File: config.mk
export PLATFORM = sky130hd
export DESIGN_NAME = frame_reorder_insertion_sort
export DESIGN_NICKNAME = d
export VERILOG_FILES = /design/src/hw/rtl/frs_pkg.sv /design/src/hw/rtl/frs_store.sv /design/src/hw/rtl/frame_reorder_insertion_sort.sv
export SDC_FILE = /design/constraint.sdc
export NUM_CORES = 2
export LEC_CHECK = 0
export BUFFER_PORTS_ARGS = -buffer_cell sky130_fd_sc_hd__buf_2
export CAP_MARGIN = 20
export CORE_UTILIZATION = 60
export CTS_CLUSTER_DIAMETER = 30
export CTS_CLUSTER_SIZE = 20
export DETAILED_ROUTE_END_ITERATION = 8
export PLACE_DENSITY = 0.77
export SYNTH_ARGS = -nofsm -noshare
export SYNTH_HDL_FRONTEND = slang
export SYNTH_SLANG_ARGS = --single-unit
File: constraint.sdc
create_clock -name clk -period 9.4 [get_ports clk]
set_input_delay 0.47 -clock clk [delete_from_list [all_inputs] [get_ports clk]]
set_output_delay 0.47 -clock clk [all_outputs]
set_load 0.1 [all_outputs]
File: src/hw/rtl/frs_pkg.sv
package frs_pkg;

	localparam int ID_W          = 8;
	localparam int PAYLOAD_W     = 40;
	localparam int COUNT_W       = 3;
	localparam int KEY_WIDTH     = 8;
	localparam int PAYLOAD_BYTES = 5;
	localparam int DEPTH_DEF     = 32;
	localparam int BYTE_SLOTS    = PAYLOAD_W / 8;

	// low KEY_WIDTH bits of the id take part in ordering
	localparam logic [ID_W-1:0] KEY_MASK =
		(KEY_WIDTH >= ID_W) ? {ID_W{1'b1}} : ID_W'((1 << KEY_WIDTH) - 1);

	typedef struct packed {
		logic [ID_W-1:0]      id;
		logic [PAYLOAD_W-1:0] payload;
		logic [COUNT_W-1:0]   count;
	} frame_t;

	typedef enum logic [2:0] {
		ST_IDLE,
		ST_INS_CMP,
		ST_INS_PUT,
		ST_EMIT_RD,
		ST_EMIT_OUT
	} state_t;

	function automatic logic [ID_W-1:0] key_of(input logic [ID_W-1:0] id);
		return id & KEY_MASK;
	endfunction

	function automatic logic [COUNT_W-1:0] sat_count(input logic [COUNT_W-1:0] c);
		return (c > COUNT_W'(PAYLOAD_BYTES)) ? COUNT_W'(PAYLOAD_BYTES) : c;
	endfunction

	// zero every byte at or above the byte count
	function automatic logic [PAYLOAD_W-1:0] clean_payload(input logic [PAYLOAD_W-1:0] p,
			input logic [COUNT_W-1:0] c);
		logic [PAYLOAD_W-1:0] r;
		r = '0;
		for (int b = 0; b < BYTE_SLOTS; b++) begin
			if (COUNT_W'(b) < c) begin
				r[b*8 +: 8] = p[b*8 +: 8];
			end
		end
		return r;
	endfunction

endpackage

File: src/hw/rtl/frs_store.sv
module frs_store #(
	parameter int DEPTH = frs_pkg::DEPTH_DEF,
	parameter int AW    = (DEPTH > 1) ? $clog2(DEPTH) : 1
) (
	input  logic           clk,
	input  logic           wr_en,
	input  logic [AW-1:0]  wr_addr,
	input  frs_pkg::frame_t wr_data,
	input  logic [AW-1:0]  rd_addr,
	output frs_pkg::frame_t rd_data
);
	import frs_pkg::*;

	frame_t mem [DEPTH];

	always_ff @(posedge clk) begin
		if (wr_en) begin
			mem[wr_addr] <= wr_data;
		end
	end

	always_ff @(posedge clk) begin
		rd_data <= mem[rd_addr];
	end

endmodule

File: src/hw/rtl/frame_reorder_insertion_sort.sv
// Channel  Direction  Handshake            Payload
// in       to block   in_valid / in_stall  frame_id, payload, byte_count, last_in
// out      from block out_valid / out_stall out_id, out_payload, out_count, last_out, overflow
//
// Each frame is inserted into a sorted frame memory (one write, one read port).
// Insertion walks back past the stored frames with a larger key, shifting each up one slot;
// a frame into an empty store is written directly, and one into a full store is dropped.
// After the last frame, each result is read and then loaded into the output register.
// Reset clears the fill level, drop flag and state; the memory itself is not cleared.
// out_stall holds the output register; the input is stalled while inserting or emitting.
module frame_reorder_insertion_sort #(
	parameter int DEPTH = frs_pkg::DEPTH_DEF
) (
	input  logic                          clk,
	input  logic                          arst_n,
	input  logic                          in_valid,
	output logic                          in_stall,
	input  logic [frs_pkg::ID_W-1:0]      frame_id,
	input  logic [frs_pkg::PAYLOAD_W-1:0] payload,
	input  logic [frs_pkg::COUNT_W-1:0]   byte_count,
	input  logic                          last_in,
	output logic                          out_valid,
	input  logic                          out_stall,
	output logic [frs_pkg::ID_W-1:0]      out_id,
	output logic [frs_pkg::PAYLOAD_W-1:0] out_payload,
	output logic [frs_pkg::COUNT_W-1:0]   out_count,
	output logic                          last_out,
	output logic                          overflow
);
	import frs_pkg::*;

	localparam int AW = (DEPTH > 1) ? $clog2(DEPTH) : 1;
	localparam int CW = $clog2(DEPTH + 1);

	state_t        state_q, state_d;
	logic [CW-1:0] fill_q, fill_d;
	logic [AW-1:0] j_q, j_d;
	logic [AW-1:0] i_q, i_d;
	logic          dropped_q, dropped_d;
	logic          last_q, last_d;
	frame_t        new_q, new_d;
	frame_t        in_frame;
	logic [COUNT_W-1:0] cnt_sat;

	logic          wr_en;
	logic [AW-1:0] wr_addr;
	frame_t        wr_data;
	logic [AW-1:0] rd_addr;
	frame_t        rd_data;

	logic          full;
	logic          rd_key_gt;
	logic          emit_last;
	logic          can_load;
	logic          load_out;
	logic          out_valid_q;
	frame_t        out_frame_q;
	logic          last_out_q;
	logic          overflow_q;

	frs_store #(.DEPTH(DEPTH), .AW(AW)) u_store (
		.clk     (clk),
		.wr_en   (wr_en),
		.wr_addr (wr_addr),
		.wr_data (wr_data),
		.rd_addr (rd_addr),
		.rd_data (rd_data)
	);

	assign cnt_sat   = sat_count(byte_count);
	assign in_frame  = '{id: frame_id, payload: clean_payload(payload, cnt_sat), count: cnt_sat};
	assign full      = (fill_q == CW'(DEPTH));
	assign rd_key_gt = key_of(rd_data.id) > key_of(new_q.id);
	assign emit_last = ((CW'(i_q) + CW'(1)) == fill_q);
	assign can_load  = !out_valid_q || !out_stall;
	assign in_stall  = (state_q != ST_IDLE);

	// Reads run one entry ahead of the write, and each phase waits for the
	// previous one to retire, so a read never meets a pending write to its entry.
	always_comb begin
		state_d   = state_q;
		fill_d    = fill_q;
		j_d       = j_q;
		i_d       = i_q;
		dropped_d = dropped_q;
		last_d    = last_q;
		new_d     = new_q;
		wr_en     = 1'b0;
		wr_addr   = j_q;
		wr_data   = new_q;
		rd_addr   = i_q;
		load_out  = 1'b0;
		case (state_q)
			ST_IDLE: begin
				rd_addr = AW'(fill_q - CW'(1));
				if (in_valid) begin
					new_d  = in_frame;
					last_d = last_in;
					j_d    = AW'(fill_q);
					i_d    = '0;
					if (full) begin
						// drop the frame; a last frame still flushes the batch
						dropped_d = 1'b1;
						state_d   = last_in ? ST_EMIT_RD : ST_IDLE;
					end else if (fill_q == '0) begin
						wr_en   = 1'b1;
						wr_addr = '0;
						wr_data = in_frame;
						fill_d  = CW'(1);
						state_d = last_in ? ST_EMIT_RD : ST_IDLE;
					end else begin
						state_d = ST_INS_CMP;
					end
				end
			end
			ST_INS_CMP: begin
				rd_addr = j_q - AW'(2);
				wr_en   = 1'b1;
				wr_addr = j_q;
				if (rd_key_gt) begin
					// shift the larger entry up one slot
					wr_data = rd_data;
					j_d     = j_q - AW'(1);
					if (j_q == AW'(1)) begin
						state_d = ST_INS_PUT;
					end
				end else begin
					wr_data = new_q;
					fill_d  = fill_q + CW'(1);
					state_d = last_q ? ST_EMIT_RD : ST_IDLE;
				end
			end
			ST_INS_PUT: begin
				wr_en   = 1'b1;
				wr_addr = j_q;
				wr_data = new_q;
				fill_d  = fill_q + CW'(1);
				state_d = last_q ? ST_EMIT_RD : ST_IDLE;
			end
			ST_EMIT_RD: begin
				state_d = ST_EMIT_OUT;
			end
			ST_EMIT_OUT: begin
				if (can_load) begin
					load_out = 1'b1;
					if (emit_last) begin
						fill_d    = '0;
						dropped_d = 1'b0;
						state_d   = ST_IDLE;
					end else begin
						i_d     = i_q + AW'(1);
						state_d = ST_EMIT_RD;
					end
				end
			end
			default: begin
				state_d = ST_IDLE;
			end
		endcase
	end

	always_ff @(posedge clk or negedge arst_n) begin
		if (!arst_n) begin
			state_q   <= ST_IDLE;
			fill_q    <= '0;
			j_q       <= '0;
			i_q       <= '0;
			dropped_q <= 1'b0;
			last_q    <= 1'b0;
		end else begin
			state_q   <= state_d;
			fill_q    <= fill_d;
			j_q       <= j_d;
			i_q       <= i_d;
			dropped_q <= dropped_d;
			last_q    <= last_d;
		end
	end

	always_ff @(posedge clk) begin
		new_q <= new_d;
	end

	always_ff @(posedge clk or negedge arst_n) begin
		if (!arst_n) begin
			out_valid_q <= 1'b0;
		end else if (load_out) begin
			out_valid_q <= 1'b1;
		end else if (!out_stall) begin
			out_valid_q <= 1'b0;
		end
	end

	always_ff @(posedge clk) begin
		if (load_out) begin
			out_frame_q <= rd_data;
			last_out_q  <= emit_last;
			overflow_q  <= dropped_q;
		end
	end

	assign out_valid   = out_valid_q;
	assign out_id      = out_frame_q.id;
	assign out_payload = out_frame_q.payload;
	assign out_count   = out_frame_q.count;
	assign last_out    = last_out_q;
	assign overflow    = overflow_q;

endmodule

---- Word-level counts from Yosys, hierarchy flattened ----
Memory sizes are Yosys's and may differ from the RTL's. A register that Yosys moved wholly into a read port is not among the register bits.
Index checks and enable logic that the tools add are counted.
word-level totals
  register bits ........................... 126
  memory bits (writable) .................. 1632
  input port bits ......................... 56
  output and inout bits ................... 55
  word-level logic and storage cells ...... 118
  memories ................................ 1
cells by class
  add/sub/neg operators ................... 6
  magnitude comparators ................... 7
  eq/ne operators ......................... 18
  muxes and demuxes ....................... 55
  reduce and logical (&&, ||, !) cells .... 16
memory list
  name         words  width  read ports  clocked after memory_dff  wr ports  RTL line         RTL
  u_store.mem  32     51     1           1                         1         frs_store.sv:14  frame_t mem [DEPTH];
operators by type and width
  operator                                                                count
  51-bit two-way mux                                                      4
  51-bit one-hot mux with 2 select lines                                  1
  5-bit two-way mux                                                       9
  8-bit two-way mux                                                       5
  6-bit two-way mux                                                       6
  5-bit one-hot mux with 2 select lines                                   3
  6-bit one-hot mux with 4 select lines                                   1
  2-bit inequality test (second input constant)                           9
  3-bit two-way mux                                                       5
  3-bit one-hot mux with 5 select lines                                   1
  1-bit two-way mux                                                       13
  2-bit two-way mux                                                       5
  5-bit by 1-bit subtractor with 5-bit output (second input constant)     2
  8-bit > comparator                                                      1
  7-bit AND reduction                                                     1
  5-bit by 1-bit adder with 6-bit output (second input constant)          1
  6-bit by 1-bit adder with 6-bit output (second input constant)          1
  3-bit by 2-bit equality test with 1-bit output (second input constant)  2
  6-bit equality test                                                     1
  6-bit equality test (second input constant)                             1
  6-bit logical NOT                                                       1
  1-bit by 3-bit < comparator with 1-bit output (first input constant)    2
  2-bit by 3-bit < comparator with 1-bit output (first input constant)    2
  3-bit AND reduction                                                     2
  20 further kinds                                                        23

---- Longest topological paths before layout ----
  word-level depth ........................ 8
  depth in mapped cells ................... 14
  gate-level depth less buffers ........... 9

---- Hierarchy ----
From an unflattened synthesis, not the netlist that was laid out.
second synthesis, totals
  cell total of the unflattened synthesis .. 4190
  area total of the unflattened synthesis .. 71215.8 um2
modules (own cells, without submodules)
  module                        times used  cells an instance  area an instance (um2)  sequential area each (um2)
  frs_store                     1           3574               64543.2                 50028.0
  frame_reorder_insertion_sort  1           616                6672.6                  3673.5

---- Worst setup path before layout ----
No wires, ideal clock.
  path type ............................... register to register
  start point ............................. register state_q[2]
  end point ............................... memory u_store.mem[0][0] (netlist bit), enable pin
  setup time .............................. 0.460 ns
  data arrival time ....................... 5.272 ns
  required time ........................... 8.940 ns
  setup slack ............................. 3.668 ns
  stages on the path, launching flop included .. 10
  path buffers ............................ 3
  period minus slack after synthesis ...... 5.732 ns
  cells stage by stage .................... dfrtp_1 -> buf_6 -> or2_1 -> buf_6 -> nor2_8 -> nand2_1 -> inv_1 -> clkbuf_1 -> a21oi_1 -> nor2_1
on the way
  longest elaborated chain between the ends .. 5
  elaborated cells between the ends (all ways) .. 8
RTL lines
  item                                                                                                              RTL line                             RTL
  from (decl)                                                                                                       frame_reorder_insertion_sort.sv:35   state_t state_q, state_d;
  from (signal assigned)                                                                                            frame_reorder_insertion_sort.sv:171  state_q <= state_d;
  3-bit by 1-bit equality test with 1-bit output or 3-bit by 2-bit equality test with 1-bit output (tied branches)  frame_reorder_insertion_sort.sv:93   case (state_q)
  2-bit OR reduction (no source line)                                                                               n/a
  1-bit one-hot mux with 2 select lines                                                                             frame_reorder_insertion_sort.sv:93
  1-bit two-way mux                                                                                                 frs_store.sv:17                      if (wr_en) begin
  1-bit two-way mux (implied by the code)                                                                           frs_store.sv:18                      mem[wr_addr] <= wr_data;
  to (decl)                                                                                                         frs_store.sv:14
Several ways; a longest one is shown, not always the timed one.

---- Worst setup path in the final report ----
  start point ............................. register state_q[2]
  end point ............................... memory u_store.mem[6][5] (netlist bit), enable pin
The elaborated chain is that of the path after synthesis.

==> results.py <==
metrics = {
    "setup_path": {
        "worstSetupStartpointType": "register",
        "cp_max_fo": 30,
        "crit_family": "simple AND/OR/NAND/NOR gates",
        "rrSetupSlack_ns": 4.22,
        "critPathCapture": "u_store.mem[6][5]",
        "worstPathArrival_ns": 5.66,
        "worstSetupEndpointType": "register",
        "r2r_start": "state_q[2]",
        "path_common_cell": "nand2_1",
        "startpoint": "state_q[2]",
        "path_class": "register to register",
        "r2r_cells": 8,
        "critPathMaxStageDelay_ns": 1.20,
        "required_ns": 9.89,
        "worstPathCellList": "or2_1 > nor2_8 > nand2_1 > inv_4 > nand2_1 > nand4_1 > nor2_4 > buf_4",
        "crit_buf_inv": 2,
        "crit_slowest_cell": "nor2_4",
        "timing.rr.end": "u_store.mem[6][5]",
        "cp.depth": 8,
    },
    "sta": {
        "maxSlewViolCount": 0,
        "max_freq_ghz": 0.193,
        "finalCriticalPeriod_ns": 5.18,
        "slew-limit-headroom_pct": 20.1,
        "min_period_over_period_pct": 55.1,
        "whs_ns": 0.0815,
        "setup-tns-final_ns": 0,
        "hold_viol": 0,
        "finalSetupViolations": 0,
        "worst_pin_slew_ns": 1.20,
        "rsz0062_at_grt": "false",
        "finClkSkew_ns": 0.0576,
    },
    "status": {
        "outcome": "finished clean",
    },
    "drt": {
        "vias_per_cell": 6.95,
        "first_pass_iters": 6,
        "drt_iter0_drc": 6926,
        "drt_wl_total_um": 199000,
        "ant_nets": 0,
        "routedWlPerCell_um": 32.6,
        "drcViolationCount": 0,
        "vias": 42400,
    },
    "synthesis": {
        "synth_area_leaders": "edfxtp_1 (74%), mux4_2 (6.5%), a21oi_1 (3.1%)",
        "syn_inst": 4047,
        "ys_ff_latch": 1809,
        "synth-edff-count": 1736,
        "synth_top_area_cell": "edfxtp_1",
        "synth_flop_cell": "edfxtp_1",
        "ys_seq_area_share_pct": 76.5,
        "synth_top_area_share_pct": 74.3,
        "netlist_area_mm2": 0.0702,
        "synth_fp_nets": 4118,
        "avgSynthCellArea_um2": 17.3,
        "synth_warnings": 0,
        "synth_cell_types": 62,
        "async_flop_share_pct": 1.22,
    },
    "clocking": {
        "cts_repair_resize_count": 0,
        "clkTransAtPathRegs_ns": 0.05,
        "numCtsBuffers": 315,
        "insertion_delay_ns": 0.91,
        "cts_tree": "built",
        "cts.sinks": 1809,
        "cts.path.max_buffers": 4,
        "root_buffer": "clkbuf_16",
        "htreeDepth": 5,
    },
    "layout": {
        "area_delta_synth_final_pct": 18.7,
        "fillCellCount": 6478,
        "drive_gt1_share_pct": 20.9,
        "nets": 4414,
        "final_cell_mix": "edfxtp_1 (1736), nand2_1 (445), a21oi_1 (423), clkbuf_16 (323)",
        "layout_commonest_cell": "edfxtp_1",
        "fin_cells": 6111,
    },
    "placed_design": {
        "place_congestion": 0.905,
        "portBuffers": 110,
        "dp_cells": 5493,
        "hpwlAfterDp_um": 92400,
    },
    "floorplanning": {
        "die_area_mm2": 0.118,
        "fp.dieW_um": 344,
        "ioPinCount": 111,
        "die_h_um": 344,
        "initial_core_util_pct": 60.5,
        "rows": 125,
        "core_mm2": 0.116,
    },
    "global_route": {
        "grt_use_total_pct": 33.7,
        "first_global_vias": 42800,
        "top_usage_layer": "met2",
        "grt.overflow.total": 0,
        "grt_util_met2_pct": 52.9,
        "grt_pass1_wl_um": 284000,
        "gr-usage-met3_pct": 9.77,
        "met1_usage_pct": 43.0,
        "grt_max_degree": 159,
        "antenna_found_initial": 8,
    },
    "power": {
        "finalPower_mw": 35.5,
        "powerDensity_mw_per_mm2": 426,
        "leakagePower_nw": 27.5,
        "ir_drop_mv": 0.516,
    },
    "min_path": {
        "hp-class": "input port to register",
    },
    "run": {
        "max_cap_violations": 0,
    },
}
worst min path at each step:
stage | end | from | cells after the start
after floorplan | dropped_q | arst_n | 0
after global placement | out_payload[28] | u_store.rd_data[31] | 0
after CTS | new_q[0] | byte_count[0] | 2
after global routing | new_q[9] | payload[6] | 2
after detailed placement | out_payload[28] | u_store.rd_data[31] | 0
final | new_q[9] | payload[6] | 2
through the flow:
| stage | setup slack (ns) | area [um2] | util (%) |
|---|---|---|---|
| floorplan | 3.67 | 70200 | - |
| global placement | 4.63 | 72200 | 62.2 |
| detailed placement | 4.52 | 72200 | 62.2 |
| CTS | 4.41 | 83000 | 71.5 |
| global route | 4.14 | 83200 | 71.7 |
| finish | 4.22 | 83300 | 71.7 |
metal layers:
metal	part of all wire, %	wire length [um]
met2	48	94600
met1	35	68800
met3	12	24700
met4	5.5	10900
met5	0.015	30
sequential cells by signal, indices dropped and copies added, names as in the netlist:
signal,flops
i_q,5
j_q,5
state_q,3
fill_q,6
out_valid,1
last_q,1
overflow,1
last_out,1
out_payload,40
u_store.rd_data,51
out_count,3
out_id,8
new_q,51
dropped_q,1
u_store.mem,1632
synthesized netlist by cell type (all sizes together), types with 3 or more instances:
library cell	instances
edfxtp	1736
nand2	448
a21oi	428
a22o	204
mux4	204
buf	186
o22ai	113
o21ai	87
clkbuf	86
nor2	61
a22oi	59
mux2i	54
dfxtp	51
o311ai	51
and2	46
a221o	43
nor2b	36
dfrtp	22
inv	22
nand3	16
ha	15
xnor2	9
a21o	8
nand2b	8
nor3	7
and3	6
xor2	6
nand4	5
o211ai	4
o31ai	3
timing repair:
action / CTS / global route
hold endpoints to repair: 66 / 0
hold buffers: 45 / 0
buffers inserted: 0 / 0
layout make-up:
| type | instances | area, um2 | area share [%] |
|---|---|---|---|
| multi-input combinational | 1944 | 15300 | 18.4 |
| clock inverter | 182 | 1960 | 2.35 |
| inverter | 22 | 85.1 | 0.102 |
| antenna | 5 | 12.5 | 0.0150 |
| tap | 1524 | 1910 | 2.29 |
| clock buffer | 374 | 8340 | 10.0 |
| timing repair buffer | 251 | 1970 | 2.36 |
| sequential | 1809 | 53700 | 64.5 |
logic make-up (layout without fill, tap and decap cells):
kind of cell / Yosys count / in the layout / share of synthesized area [%]
DFF: 1809 / 1809 / 76.5
AOI/OAI and AO/OA: 1009 / 1009 / 9.39
and+or+nand+nor: 645 / 645 / 4.00
buffers and inverters: 294 / 829 / 2.26
muxes: 260 / 260 / 7.35
adders and majority gates: 15 / 15 / 0.267
xor gates and xnor gates: 15 / 15 / 0.187
other: 0 / 5 / 0
power breakdown:
| group | leakage [nW] | internal, mW | total, mW | switching, mW |
|---|---|---|---|---|
| logic | 6.10 | 4.48 | 13.1 | 8.59 |
| clock network | 4.99 | 7.19 | 11.2 | 3.97 |
| registers | 16.4 | 10.9 | 11.3 | 0.390 |
| total | 27.5 | 22.5 | 35.5 | 12.9 |
No activity file was read; power rests on OpenSTA's default activity.
